`config.mk`:
```
export PLATFORM = sky130hd
export DESIGN_NAME = lru_key_cache_with_resize
export DESIGN_NICKNAME = d
export VERILOG_FILES = /design/src/sv/lkc_pkg.sv /design/src/sv/lkc_keys.sv /design/src/sv/lkc_rank.sv /design/src/sv/lru_key_cache_with_resize.sv
export SDC_FILE = /design/constraint.sdc
export NUM_CORES = 1
export LEC_CHECK = 0
export BUFFER_PORTS_ARGS = -buffer_cell sky130_fd_sc_hd__buf_4
export CAP_MARGIN = 30
export CORE_AREA = 2 2 270 272
export CTS_BUF_LIST = sky130_fd_sc_hd__clkbuf_2
export CTS_CLUSTER_DIAMETER = 60
export DETAILED_ROUTE_END_ITERATION = 16
export DIE_AREA = 0 0 272 274
export PLACE_DENSITY = 0.66
export SLEW_MARGIN = 10
export SYNTH_ARGS = -nofsm -noshare
export SYNTH_HDL_FRONTEND = slang
export SYNTH_SLANG_ARGS = --single-unit
```
`constraint.sdc`:
```
create_clock -name i_clk -period 17.1 [get_ports i_clk]
set_input_delay 3.42 -clock i_clk [delete_from_list [all_inputs] [get_ports i_clk]]
set_output_delay 3.42 -clock i_clk [all_outputs]
set_load 0.05 [all_outputs]
```
`src/sv/lkc_pkg.sv`:
```
// Shared types, constants and codes for the LRU key cache.
package lkc_pkg;

    localparam int ENTRIES = 16;
    localparam int SLOT_W  = $clog2(ENTRIES);
    localparam int CNT_W   = $clog2(ENTRIES + 1);
    localparam int KEY_W   = 32;
    localparam int CAP_W   = 5;
    localparam int KIND_W  = 2;
    localparam int OUTC_W  = 3;
    localparam int APB_AW  = 3;
    localparam int APB_DW  = 32;

    localparam logic [CAP_W-1:0] CAP_RESET = 5'd14;

    // Register index, taken from paddr[2]
    localparam logic REG_CAPACITY = 1'b0;

    typedef enum logic [KIND_W-1:0] {
        KIND_LOOKUP = 2'd0,
        KIND_REMOVE = 2'd1,
        KIND_TRIM   = 2'd2,
        KIND_NONE   = 2'd3
    } t_kind;

    typedef enum logic [OUTC_W-1:0] {
        OC_EVICT     = 3'd0,
        OC_HIT       = 3'd1,
        OC_INSERT    = 3'd2,
        OC_REMOVED   = 3'd3,
        OC_NOT_FOUND = 3'd4,
        OC_TRIM_DONE = 3'd5
    } t_outcome;

    typedef enum logic [1:0] {
        RK_NONE,
        RK_TOUCH,
        RK_DROP,
        RK_INSERT
    } t_rank_op;

    typedef struct packed {
        t_rank_op          op;
        logic [SLOT_W-1:0] slot;
    } t_rank_req;

    typedef struct packed {
        logic [CNT_W-1:0]   count;
        logic [SLOT_W-1:0]  lru;
        logic [SLOT_W-1:0]  free_slot;
        logic [ENTRIES-1:0] valid;
    } t_rank_stat;

    typedef enum logic [2:0] {
        ST_IDLE,
        ST_SCAN,
        ST_EVCHK,
        ST_EVOUT,
        ST_INS,
        ST_RESULT
    } t_state;

endpackage

```
`src/sv/lkc_keys.sv`:
```
// Key store with registered read port and the shared key comparator.
module lkc_keys (
    input  logic                      i_clk,
    input  logic                      i_we,
    input  logic [lkc_pkg::SLOT_W-1:0] i_waddr,
    input  logic [lkc_pkg::KEY_W-1:0]  i_wdata,
    input  logic [lkc_pkg::SLOT_W-1:0] i_raddr,
    input  logic [lkc_pkg::KEY_W-1:0]  i_cmp_key,
    output logic [lkc_pkg::KEY_W-1:0]  o_rd_key,
    output logic                      o_match
);
    import lkc_pkg::*;

    logic [KEY_W-1:0] r_mem [ENTRIES];
    logic [KEY_W-1:0] r_rd_key;

    always_ff @(posedge i_clk) begin
        if (i_we) begin
            r_mem[i_waddr] <= i_wdata;
        end
        r_rd_key <= r_mem[i_raddr];
    end

    assign o_rd_key = r_rd_key;
    // one slot compared per cycle against the item's key
    assign o_match  = (r_rd_key == i_cmp_key);

endmodule

```
`src/sv/lkc_rank.sv`:
```
// Valid bits, recency ranks and entry count, with LRU and free-slot pick.
module lkc_rank (
    input  logic                  i_clk,
    input  logic                  i_rst_n,
    input  lkc_pkg::t_rank_req    i_req,
    output lkc_pkg::t_rank_stat   o_stat
);
    import lkc_pkg::*;

    logic [ENTRIES-1:0] r_valid, n_valid;
    logic [SLOT_W-1:0]  r_rank [ENTRIES];
    logic [SLOT_W-1:0]  n_rank [ENTRIES];
    logic [CNT_W-1:0]   r_count, n_count;
    logic [SLOT_W-1:0]  sel_rank;
    logic [SLOT_W-1:0]  oldest_rank;
    logic [SLOT_W-1:0]  lru;
    logic [SLOT_W-1:0]  free_slot;
    logic               lru_found;
    logic               free_found;

    assign sel_rank    = r_rank[i_req.slot];
    assign oldest_rank = SLOT_W'(r_count - 1'b1);

    // update every entry in parallel for the requested operation
    always_comb begin
        n_valid = r_valid;
        n_rank  = r_rank;
        n_count = r_count;
        case (i_req.op)
            RK_TOUCH: begin
                for (int i = 0; i < ENTRIES; i++) begin
                    if (r_valid[i] && r_rank[i] < sel_rank) begin
                        n_rank[i] = r_rank[i] + 1'b1;
                    end
                end
                n_rank[i_req.slot] = '0;
            end
            RK_DROP: begin
                for (int i = 0; i < ENTRIES; i++) begin
                    if (r_valid[i] && SLOT_W'(i) != i_req.slot && r_rank[i] > sel_rank) begin
                        n_rank[i] = r_rank[i] - 1'b1;
                    end
                end
                n_valid[i_req.slot] = 1'b0;
                n_rank[i_req.slot]  = '0;
                n_count             = r_count - 1'b1;
            end
            RK_INSERT: begin
                for (int i = 0; i < ENTRIES; i++) begin
                    if (r_valid[i]) begin
                        n_rank[i] = r_rank[i] + 1'b1;
                    end
                end
                n_valid[i_req.slot] = 1'b1;
                n_rank[i_req.slot]  = '0;
                n_count             = r_count + 1'b1;
            end
            default: ;
        endcase
    end

    // ranks form a permutation, so the oldest entry is the one at count-1
    always_comb begin
        lru        = '0;
        free_slot  = '0;
        lru_found  = 1'b0;
        free_found = 1'b0;
        for (int i = 0; i < ENTRIES; i++) begin
            if (!lru_found && r_valid[i] && r_rank[i] == oldest_rank) begin
                lru       = SLOT_W'(i);
                lru_found = 1'b1;
            end
            if (!free_found && !r_valid[i]) begin
                free_slot  = SLOT_W'(i);
                free_found = 1'b1;
            end
        end
    end

    always_ff @(posedge i_clk) begin
        if (!i_rst_n) begin
            r_valid <= '0;
            r_count <= '0;
            for (int i = 0; i < ENTRIES; i++) begin
                r_rank[i] <= '0;
            end
        end else begin
            r_valid <= n_valid;
            r_count <= n_count;
            r_rank  <= n_rank;
        end
    end

    assign o_stat.count     = r_count;
    assign o_stat.lru       = lru;
    assign o_stat.free_slot = free_slot;
    assign o_stat.valid     = r_valid;

endmodule

```
`src/sv/lru_key_cache_with_resize.sv`:
```
// Top level of the LRU key cache: sequencer, key scan, output register, APB port.
//
// Usage
//   Input channel (i_in_valid / o_in_ready, i_kind, i_key) takes one command
//   beat: lookup-or-insert, remove, or trim; kind three is taken and dropped.
//   Output channel (o_out_valid / i_out_ready) gives one or more result beats per
//   command, o_last on the final one; a miss or trim first gives one eviction
//   beat per least-recent key dropped.
// Sequence
//   The single key comparator and key-store read port scan one slot per cycle:
//   a hit ends the scan, a remove miss ends it after the last slot. A lookup miss
//   (after the scan) or a trim (from accept) then, per eviction, picks and reads
//   the LRU key, then emits; the closing beat takes a final check, then an emit.
//   One command is in flight at a time; o_in_ready is high only between them.
// Reset and stall
//   Reset (i_rst_n low, synchronous) empties the cache and sets capacity to 14.
//   The result register holds its beat while i_out_ready is low; the sequencer
//   waits on it, and a new command is taken while the last beat still waits.
//   The user must write Capacity (register 0) over APB only while idle; the
//   block does not enforce this. pready is tied high.
module lru_key_cache_with_resize (
    input  logic                       i_clk,
    input  logic                       i_rst_n,
    input  logic                       i_in_valid,
    output logic                       o_in_ready,
    input  logic [lkc_pkg::KIND_W-1:0] i_kind,
    input  logic [lkc_pkg::KEY_W-1:0]  i_key,
    output logic                       o_out_valid,
    input  logic                       i_out_ready,
    output logic [lkc_pkg::OUTC_W-1:0] o_outcome,
    output logic [lkc_pkg::KEY_W-1:0]  o_result_key,
    output logic [lkc_pkg::SLOT_W-1:0] o_slot,
    output logic [lkc_pkg::CNT_W-1:0]  o_held,
    output logic                       o_last,
    input  logic                       psel,
    input  logic                       penable,
    input  logic                       pwrite,
    input  logic [lkc_pkg::APB_AW-1:0] paddr,
    input  logic [lkc_pkg::APB_DW-1:0] pwdata,
    output logic [lkc_pkg::APB_DW-1:0] prdata,
    output logic                       pready
);
    import lkc_pkg::*;

    t_state             r_state, n_state;
    logic [CAP_W-1:0]   r_cap;
    t_kind              r_kind;
    logic [KEY_W-1:0]   r_key;
    logic [CNT_W-1:0]   r_limit;
    logic [SLOT_W:0]    r_idx;
    logic               r_cmp_vld;
    logic [SLOT_W-1:0]  r_cmp_slot;
    logic               r_hit;
    logic [SLOT_W-1:0]  r_slot;

    logic               r_out_valid;
    t_outcome           r_out_outcome;
    logic [KEY_W-1:0]   r_out_key;
    logic [SLOT_W-1:0]  r_out_slot;
    logic [CNT_W-1:0]   r_out_held;
    logic               r_out_last;

    t_outcome           n_out_outcome;
    logic [SLOT_W-1:0]  n_out_slot;
    logic [KEY_W-1:0]   n_out_key;
    logic [CNT_W-1:0]   n_out_held;
    logic               n_out_last;

    t_kind              in_kind;
    logic               in_accept;
    logic               out_free;
    logic               emit;
    logic [CNT_W-1:0]   cap_eff;
    logic               scan_hit;
    logic               scan_end;
    logic               over_limit;
    logic               apb_write;

    t_rank_req          rank_req;
    t_rank_stat         stat;
    logic [SLOT_W-1:0]  rd_addr;
    logic [KEY_W-1:0]   rd_key;
    logic               key_match;
    logic               key_we;

    lkc_keys u_keys (
        .i_clk     (i_clk),
        .i_we      (key_we),
        .i_waddr   (stat.free_slot),
        .i_wdata   (r_key),
        .i_raddr   (rd_addr),
        .i_cmp_key (r_key),
        .o_rd_key  (rd_key),
        .o_match   (key_match)
    );

    lkc_rank u_rank (
        .i_clk   (i_clk),
        .i_rst_n (i_rst_n),
        .i_req   (rank_req),
        .o_stat  (stat)
    );

    assign in_kind    = t_kind'(i_kind);
    assign in_accept  = i_in_valid && o_in_ready;
    assign out_free   = !r_out_valid || i_out_ready;
    assign over_limit = stat.count > r_limit;

    // zero counts as one, anything above the store size as the store size
    always_comb begin
        if (r_cap == '0) begin
            cap_eff = CNT_W'(1);
        end else if (32'(r_cap) > ENTRIES) begin
            cap_eff = CNT_W'(ENTRIES);
        end else begin
            cap_eff = CNT_W'(r_cap);
        end
    end

    // compare stage holds the key read for r_cmp_slot
    assign scan_hit = r_cmp_vld && stat.valid[r_cmp_slot] && key_match;
    assign scan_end = r_cmp_vld && (r_cmp_slot == SLOT_W'(ENTRIES - 1)) && !scan_hit;

    // next state
    always_comb begin
        n_state = r_state;
        case (r_state)
            ST_IDLE: begin
                if (in_accept && in_kind != KIND_NONE) begin
                    n_state = (in_kind == KIND_TRIM) ? ST_EVCHK : ST_SCAN;
                end
            end
            ST_SCAN: begin
                if (scan_hit) begin
                    n_state = ST_RESULT;
                end else if (scan_end) begin
                    n_state = (r_kind == KIND_LOOKUP) ? ST_EVCHK : ST_RESULT;
                end
            end
            ST_EVCHK: begin
                if (over_limit) begin
                    n_state = ST_EVOUT;
                end else begin
                    n_state = (r_kind == KIND_LOOKUP) ? ST_INS : ST_RESULT;
                end
            end
            ST_EVOUT: begin
                if (out_free) begin
                    n_state = ST_EVCHK;
                end
            end
            ST_INS, ST_RESULT: begin
                if (out_free) begin
                    n_state = ST_IDLE;
                end
            end
            default: n_state = ST_IDLE;
        endcase
    end

    // sequencer outputs: read address, result beat, bookkeeping request
    always_comb begin
        o_in_ready    = 1'b0;
        emit          = 1'b0;
        key_we        = 1'b0;
        rd_addr       = r_slot;
        rank_req.op   = RK_NONE;
        rank_req.slot = r_slot;
        n_out_outcome = OC_TRIM_DONE;
        n_out_key     = r_key;
        n_out_slot    = '0;
        n_out_held    = stat.count;
        n_out_last    = 1'b1;
        case (r_state)
            ST_IDLE: begin
                o_in_ready = 1'b1;
            end
            ST_SCAN: begin
                rd_addr = r_idx[SLOT_W-1:0];
            end
            ST_EVCHK: begin
                rd_addr = stat.lru;
            end
            ST_EVOUT: begin
                emit          = out_free;
                n_out_outcome = OC_EVICT;
                n_out_key     = rd_key;
                n_out_slot    = r_slot;
                n_out_held    = stat.count - 1'b1;
                n_out_last    = 1'b0;
                if (out_free) begin
                    rank_req.op = RK_DROP;
                end
            end
            ST_INS: begin
                emit          = out_free;
                key_we        = out_free;
                n_out_outcome = OC_INSERT;
                n_out_slot    = stat.free_slot;
                n_out_held    = stat.count + 1'b1;
                rank_req.slot = stat.free_slot;
                if (out_free) begin
                    rank_req.op = RK_INSERT;
                end
            end
            ST_RESULT: begin
                emit = out_free;
                case (r_kind)
                    KIND_LOOKUP: begin
                        n_out_outcome = OC_HIT;
                        n_out_slot    = r_slot;
                        if (out_free) begin
                            rank_req.op = RK_TOUCH;
                        end
                    end
                    KIND_REMOVE: begin
                        if (r_hit) begin
                            n_out_outcome = OC_REMOVED;
                            n_out_slot    = r_slot;
                            n_out_held    = stat.count - 1'b1;
                            if (out_free) begin
                                rank_req.op = RK_DROP;
                            end
                        end else begin
                            n_out_outcome = OC_NOT_FOUND;
                        end
                    end
                    default: n_out_outcome = OC_TRIM_DONE;
                endcase
            end
            default: ;
        endcase
    end

    // control state
    always_ff @(posedge i_clk) begin
        if (!i_rst_n) begin
            r_state     <= ST_IDLE;
            r_cap       <= CAP_RESET;
            r_out_valid <= 1'b0;
            r_cmp_vld   <= 1'b0;
            r_hit       <= 1'b0;
            r_idx       <= '0;
        end else begin
            r_state <= n_state;
            if (apb_write && paddr[2] == REG_CAPACITY) begin
                r_cap <= pwdata[CAP_W-1:0];
            end
            if (emit) begin
                r_out_valid <= 1'b1;
            end else if (i_out_ready) begin
                r_out_valid <= 1'b0;
            end
            if (in_accept) begin
                r_idx     <= '0;
                r_cmp_vld <= 1'b0;
                r_hit     <= 1'b0;
            end else if (r_state == ST_SCAN) begin
                // issue one read per cycle until every slot has been sent
                if (r_idx != (SLOT_W + 1)'(ENTRIES)) begin
                    r_idx      <= r_idx + 1'b1;
                    r_cmp_vld  <= 1'b1;
                end else begin
                    r_cmp_vld  <= 1'b0;
                end
                if (scan_hit) begin
                    r_hit <= 1'b1;
                end
            end
        end
    end

    // payload registers
    always_ff @(posedge i_clk) begin
        if (in_accept) begin
            r_kind  <= in_kind;
            r_key   <= i_key;
            r_limit <= (in_kind == KIND_LOOKUP) ? (cap_eff - 1'b1) : cap_eff;
        end
        if (r_state == ST_SCAN) begin
            r_cmp_slot <= r_idx[SLOT_W-1:0];
            if (scan_hit) begin
                r_slot <= r_cmp_slot;
            end
        end
        if (r_state == ST_EVCHK) begin
            r_slot <= stat.lru;
        end
        if (emit) begin
            r_out_outcome <= n_out_outcome;
            r_out_key     <= n_out_key;
            r_out_slot    <= n_out_slot;
            r_out_held    <= n_out_held;
            r_out_last    <= n_out_last;
        end
    end

    // APB: single register, always ready
    assign apb_write = psel && penable && pwrite;
    assign pready    = 1'b1;
    assign prdata    = (paddr[2] == REG_CAPACITY) ? APB_DW'(r_cap) : '0;

    assign o_out_valid  = r_out_valid;
    assign o_outcome    = r_out_outcome;
    assign o_result_key = r_out_key;
    assign o_slot       = r_out_slot;
    assign o_held       = r_out_held;
    assign o_last       = r_out_last;

    // an insert always finds a free slot after eviction
    a_ins_free: assert property (@(posedge i_clk) disable iff (!i_rst_n)
        (r_state == ST_INS && emit) |-> !(&stat.valid))
        else $error("insert with no free slot");

    // only eviction beats are not final
    a_last_evict: assert property (@(posedge i_clk) disable iff (!i_rst_n)
        (r_out_valid && !r_out_last) |-> (r_out_outcome == OC_EVICT))
        else $error("non-final beat is not an eviction");

    // held count in a beat matches the bookkeeping after its update
    a_held_match: assert property (@(posedge i_clk) disable iff (!i_rst_n)
        emit |=> (r_out_held == stat.count))
        else $error("held count disagrees with entry count");

    // a drop removes exactly one entry
    a_drop_count: assert property (@(posedge i_clk) disable iff (!i_rst_n)
        (rank_req.op == RK_DROP) |=> (stat.count == $past(stat.count) - 1'b1))
        else $error("drop did not decrement the count");

    // the count never exceeds the store size and matches the number of valid bits
    a_count_max: assert property (@(posedge i_clk) disable iff (!i_rst_n)
        (32'(stat.count) <= ENTRIES) && ($countones(stat.valid) == 32'(stat.count)))
        else $error("entry count out of step with valid bits");

endmodule
```
[Word-level counts from Yosys, hierarchy flattened]
Memories as Yosys holds them, arrays and structs flattened. A register that Yosys moved wholly into a read port is not among the register bits.
Cells that the tools add are included.
Word-level totals
  register bits after elaboration: 193
  memory bits (writable): 512
  word-level logic and storage cells: 550
  memories: 1
Operators by class
  add/sub/neg operators: 36
  order comparisons: 39
  equal/unequal tests: 49
  multiplexer cells: 212
  bitwise operators: 10
  reduce and logical (&&, ||, !) cells: 169
Memory list
  u_keys.r_mem: words 16, bits a word 32, rd ports 1, clocked after Yosys merged registers in 1, wr ports 1, line lkc_keys.sv:14  | logic [KEY_W-1:0] r_mem [ENTRIES];
Operator list (count)
  2-to-1 mux 4 bit: 120
  AND 64 bit: 3
  one-hot mux 64 bit (3 select lines): 1
  logical AND 1 bit: 105
  adder 4 x 1 -> 4 bit, second input constant: 16
  == test 4 bit: 16
  greater-than comparator 4 bit: 16
  less-than comparator 4 bit: 16
  inverter 64 bit: 1
  subtractor 4 x 1 -> 4 bit, second input constant: 16
  2-to-1 mux 3 bit: 16
  logical NOT 1 bit: 46
  2-to-1 mux 1 bit: 45
  == test 32 bit: 1
  2-to-1 mux 32 bit: 1
  != test 4 bit, first input constant: 8
  one-hot mux 16 bit (2 select lines): 1
  2-to-1 mux 5 bit: 6
  AND 16 bit: 1
  binary-select mux 4 bit (select 4 bit): 1
  demux 4 bit (select 4 bit): 1
  2-to-1 mux 2 bit: 8
  != test 3 x 4 -> 1 bit, first input constant: 4
  inverter 16 bit: 1
  44 further kinds: 65

[Depth between registers and ports, before layout]
  word-level depth: 65
  depth in mapped cells: 24
  gate-level depth less buffers: 20

[By module]
Synthesis repeated with hierarchy kept, for this count alone.
Unflattened totals
  cell total of the unflattened synthesis: 2653
  area total of the unflattened synthesis: 35195.0 µm²
By module, submodules not included
  lkc_keys: times used 1, cells an instance 881, area each 20181.9 µm²
  lkc_rank: times used 1, cells an instance 1312, area each 9918.3 µm²
  lru_key_cache_with_resize: times used 1, cells an instance 460, area each 5094.9 µm²

[Worst setup path after synthesis]
Ideal clock, no wire load.
  path kind: input to register
  from: in i_out_ready
  to: reg u_rank.r_rank[53] (netlist bit)
  library setup time: 0.117 ns
  data arrival time: 8.253 ns
  required time: 16.983 ns
  slack: 8.730 ns
  stages on the path: 10
  path buffers: 4
  path through: nor2b_1 > clkbuf_1 > a21oi_1 > o21ai_1 > nor2_1 > clkbuf_1 > clkbuf_1 > clkbuf_1 > o21ai_0 > a22o_1
Between the ends
  word-level cells in the longest chain between the ends: 7
  elaborated cells on any way between the ends: 12
  those cells by class: eq/ne (3); mux (7); reduce/logical (2)
RTL lines
  from (decl): line lru_key_cache_with_resize.sv:29  | input logic i_out_ready,
  logical OR 1 bit *: line lru_key_cache_with_resize.sv:106  | assign out_free = !r_out_valid || i_out_ready;
  2-to-1 mux 2 bit: line lru_key_cache_with_resize.sv:191, lru_key_cache_with_resize.sv:221
  2-to-1 mux 2 bit: line lru_key_cache_with_resize.sv:217  | if (r_hit) begin
  one-hot mux 2 bit (2 select lines): line lru_key_cache_with_resize.sv:208  | case (r_kind)
  one-hot mux 2 bit (3 select lines) *: line lru_key_cache_with_resize.sv:174  | case (r_state)
  == test 2 bit or == test 2 x 1 -> 1 bit (tied branches): line lkc_rank.sv:29  | case (i_req.op)
  one-hot mux 64 bit (3 select lines) or nonzero test 3 bit (tied branches)
  to (signal assigned): line lkc_rank.sv:90  | r_rank <= n_rank;
  to (decl): line lkc_rank.sv:11  | logic [SLOT_W-1:0] r_rank [ENTRIES];
Every way passes the cells marked *; elsewhere a longest branch is shown, timed or not.
A chain may end at the register's enable or synchronous reset.

[Worst setup path after layout]
  from: in paddr[2] (netlist bit)
  to: out prdata[3] (netlist bit)
Between the ends
  word-level cells in the longest chain between the ends: 1
RTL lines
  from (decl): line lru_key_cache_with_resize.sv:38  | input logic [lkc_pkg::APB_AW-1:0] paddr,
  2-to-1 mux 5 bit: line lru_key_cache_with_resize.sv:301  | assign prdata = (paddr[2] == REG_CAPACITY) ? APB_DW'(r_cap) : '0;
  to (decl): line lru_key_cache_with_resize.sv:40  | output logic [lkc_pkg::APB_DW-1:0] prdata,
No other way between the ends.

==> out/summary.txt <==
===============================================================================================
Largest family of logic cells by synthesized area                                  compound AO/OA/AOI/OAI gates
Post-CTS resize count                                                                         0
Netlist cell types                                                                           77
Tightest slew margin relative to the limit                                                33.6%
Cell count of the worst hold path                                                             0
Fraction of the yosys area taken by sequential cells                                      58.6%
Adder-cell area share of the yosys netlist                                                3.74%
Worst Tran Pin Value                                                                     995 ps
Floorplan Core Area                                                                   72000 µm²
Vias after detailed routing                                                               24400
Launching element type of the critical path                                          input port
First-pass GRT wire length                                                               144 mm
Number of buffers inserted to repair setup after CTS                                          0
CP max-delay cell                                                                  sky130_fd_sc_hd__buf_4
Synthesis warning total                                                                       0
Number of H-tree levels                                                                       4
Tcrit/Tclk final                                                                          42.6%
Period minus WS final                                                                   7290 ps
Final count of hold timing violations                                                         0
Clock tree skew after final layout                                                       125 ps
Final Power                                                                             5450 µW
Number of port buffers                                                                       98
Post-Synthesis Cells                                                                       2699
Clock latency at the later pin of the worst-skew pair                                   1380 ps
Maximum fanout along the worst path                                                           6
Routed len/inst                                                                         24.0 µm
Most instantiated flip-flop cell in the synthesis netlist                          sky130_fd_sc_hd__edfxtp_1
Clock tree from TritonCTS                                                                  done
Global-route usage over all layers                                                        25.7%
Max Freq                                                                                137 MHz
Slack of the worst reg-to-reg path                                                     11110 ps
Worst Path Arrival                                                                      3870 ps
Overflow after GRT                                                                            0
CP Data Required Time                                                                  13680 ps
TritonCTS buffer count                                                                      187
Worst IR drop on VDD                                                                  0.0922 mV
HPWL after detailed placement                                                           55.1 mm
Gpl congestion                                                                            0.909
Share of final-layout standard cells stronger than drive strength 1                       21.8%
FP Rows                                                                                      99
Simple-gate share of the synthesized area                                                 9.88%
Summed negative setup slack over all endpoints                                             0 ps
Initial Util                                                                              49.3%
Cells along the critical path                                                      buf_4, nor2b_1, buf_4
Number of hold buffers added after cts                                                        0
Layout overhead on the synthesized area                                                   10.5%
Top cell type's share of synthesized area                                                 51.1%
DRC violations left                                                                           0
Kind of critical path                                                                 in -> out
Root buffer cell                                                                   sky130_fd_sc_hd__clkbuf_2
Height of the chip                                                                       274 µm
Final #Nets                                                                                3063
Post-synthesis cell area                                                              35500 µm²
Setup violations, final                                                                       0
Share of cell area taken by muxes after synthesis                                         9.85%
Synth Area per Inst                                                                    13.2 µm²
Count of pins on the block boundary                                                         156
Path type of the worst min-delay path                                                reg -> reg
Initial antenna violation count                                                               3
Max-capacitance violation count                                                               0
Result of the run                                                                  complete, no violations
Endpoint of the worst-slack reg-to-reg timing path                                 u_rank.r_rank[55]$_SDFFE_PN0P_
Mean number of vias per cell                                                               6.09
Share of the synthesized area in compound gates (AO/OA/AOI/OAI)                           10.8%
Number of antenna-violating nets in the routed design                                         0
Wire length reported by the detailed router                                             95.9 mm
Setup repair after global routing missed its margin                                       false
Most common cell on crit path                                                      sky130_fd_sc_hd__buf_4
Number of design-rule violations left by the first detailed-router iteration               2582
Slowest cell delay on critical path                                                      210 ps
Maximum buffer depth of the clock tree                                                        3
Clock Sinks                                                                                 737
Most frequent cells in the layout                                                  sky130_fd_sc_hd__edfxtp_1, sky130_fd_sc_hd__clkbuf_2, sky130_fd_sc_hd__nand2_1, sky130_fd_sc_hd__o21ai_0, sky130_fd_sc_hd__buf_4
First-pass iteration count of the detailed router                                             7
Number of enable-type register cells in the synthesized netlist                             604
Total power per unit cell area                                                       139 nW/µm²
Hold_sp                                                                            r_idx[1]$_SDFFE_PP0P_
Pleak                                                                                 0.0142 µW
Horizontal die dimension                                                                 272 µm
Worst min-delay path endpoint                                                      r_cmp_slot[1]$_DFFE_PP_
Number of global-route vias before repair                                                 24600
R2R depth                                                                                    20
Dominant cells by area after synthesis                                             sky130_fd_sc_hd__edfxtp_1, sky130_fd_sc_hd__mux4_2, sky130_fd_sc_hd__dfxtp_1, sky130_fd_sc_hd__ha_1, sky130_fd_sc_hd__nand2_1
Final max-slew violation count                                                                0
Largest net degree at the start of global routing                                            74
Clock input transition at the sequential cells of the worst setup and hold paths          90 ps
Xor and xnor area share after synthesis                                                   3.83%
Cell type contributing the most total cell area after synthesis                    sky130_fd_sc_hd__edfxtp_1
Die footprint                                                                         74500 µm²
Most common cell after layout, fill and taps aside                                 sky130_fd_sc_hd__edfxtp_1
Register bit total from synthesis                                                           737
Critical Path Sink Type                                                              output pin
Post-synthesis async set-or-reset flop share                                                 0%
===============================================================================================
[cells by family (layout without fill, tap and decap cells)]
family	count (synthesis)	count (layout)
AOI/OAI and AO/OA	585	585
other	2	32
and+or+nand+nor	731	731
DFF	737	737
xor gates and xnor gates	115	115
buffers and inverters	260	575
adders and majority gates	106	106
muxes	163	163
[where the power goes]
part / internal [µW] / switching [µW] / leakage [µW]
Clock: 481 / 745 / 0.00137
Combinational: 719 / 1140 / 0.00630
Sequential: 2180 / 184 / 0.00654
[worst max-delay path by stage]
stage / from / to / slack [ps] / cells past startpoint
2_1_floorplan: i_out_ready / u_rank.r_rank[53]$_SDFFE_PN0P_ / 8730 / 10
3_3_place_gp: i_out_ready / u_rank.r_rank[11]$_SDFFE_PN0P_ / 9490 / 14
3_5_place_dp: i_out_ready / u_rank.r_rank[11]$_SDFFE_PN0P_ / 9420 / 14
4_1_cts: paddr[2] / prdata[3] / 9810 / 3
5_1_grt: paddr[2] / prdata[3] / 9780 / 3
6_report: paddr[2] / prdata[3] / 9810 / 3
[registers in the layout, summed over array words and instances, names as in the netlist, named ones only]
register and cells:
r_kind 2, o_result_key 32, r_state 3, u_keys.r_mem 512
o_last 1, o_held 5, r_cmp_slot 4, u_rank.r_count 5
o_out_valid 1, o_outcome 3, r_slot 4, r_idx 5
r_hit 1, u_keys.o_rd_key 32, r_limit 5, r_key 32
r_cmp_vld 1, r_cap 5, u_rank.r_rank 64, o_slot 4
[area by class of cell]
| class | count | area, µm² |
|---|---|---|
| inverters | 71 | 267 |
| multi-input cells | 1728 | 13900 |
| clock inverters | 61 | 375 |
| diodes | 4 | 10.0 |
| clock buffers | 287 | 1440 |
| well taps | 959 | 1200 |
| repair buffers | 156 | 1240 |
| flip-flops and latches | 737 | 20800 |
| fillers | 6031 | 32800 |
[through the flow]
| stage | std cells | setup slack (ps) | hold slack (ps) | util (%) | instance area (µm²) |
|---|---|---|---|---|---|
| 2_1_floorplan | 2725 | 8730 | 454 | - | 35600 |
| 3_3_place_gp | 3645 | 9490 | 472 | 51.8 | 37300 |
| 3_5_place_dp | 3649 | 9420 | 479 | 51.9 | 37400 |
| 4_1_cts | 3997 | 9810 | 505 | 54.4 | 39200 |
| 5_1_grt | 4003 | 9780 | 525 | 54.5 | 39200 |
| 6_report | 4003 | 9810 | 507 | 54.5 | 39200 |
[worst max-delay path, delay by kind of cell]
| family | cells | cell delay [ps] |
|---|---|---|
| AND/OR/NAND/NOR | 1 | 110 |
| buffers and inverters | 2 | 340 |
[Yosys cell counts (15+ instances only)]
cell / count
sky130_fd_sc_hd__edfxtp_1: 604
sky130_fd_sc_hd__nand2_1: 281
sky130_fd_sc_hd__o21ai_0: 182
sky130_fd_sc_hd__mux4_2: 149
sky130_fd_sc_hd__dfxtp_1: 133
sky130_fd_sc_hd__clkbuf_1: 124
sky130_fd_sc_hd__nor2_1: 116
sky130_fd_sc_hd__ha_1: 106
sky130_fd_sc_hd__a21oi_1: 79
sky130_fd_sc_hd__nand3_1: 72
sky130_fd_sc_hd__a22oi_1: 70
sky130_fd_sc_hd__inv_1: 68
sky130_fd_sc_hd__nor2b_1: 55
sky130_fd_sc_hd__xnor2_1: 50
sky130_fd_sc_hd__nor3_1: 42
sky130_fd_sc_hd__nand4_1: 39
sky130_fd_sc_hd__xor2_1: 39
sky130_fd_sc_hd__buf_4: 38
sky130_fd_sc_hd__a31oi_1: 37
sky130_fd_sc_hd__a21o_1: 32
sky130_fd_sc_hd__o21a_1: 28
sky130_fd_sc_hd__a21boi_0: 27
sky130_fd_sc_hd__and3_1: 25
sky130_fd_sc_hd__nand2b_1: 24
sky130_fd_sc_hd__xnor3_1: 24
sky130_fd_sc_hd__and2_1: 15
sky130_fd_sc_hd__nor4_1: 15
[per-layer routing]
| metal | vias to the layer above | track usage (%) | part of all wire [%] |
|---|---|---|---|
| met5 | - | 0 | 0.014 |
| met4 | 2 | 11.1 | 3.2 |
| met3 | 211 | 5.33 | 8.3 |
| met2 | 1223 | 42.7 | 49 |
| met1 | 12100 | 32.8 | 39 |
| li1 | 10800 | - | - |
Power figures use the tool's default switching activity.
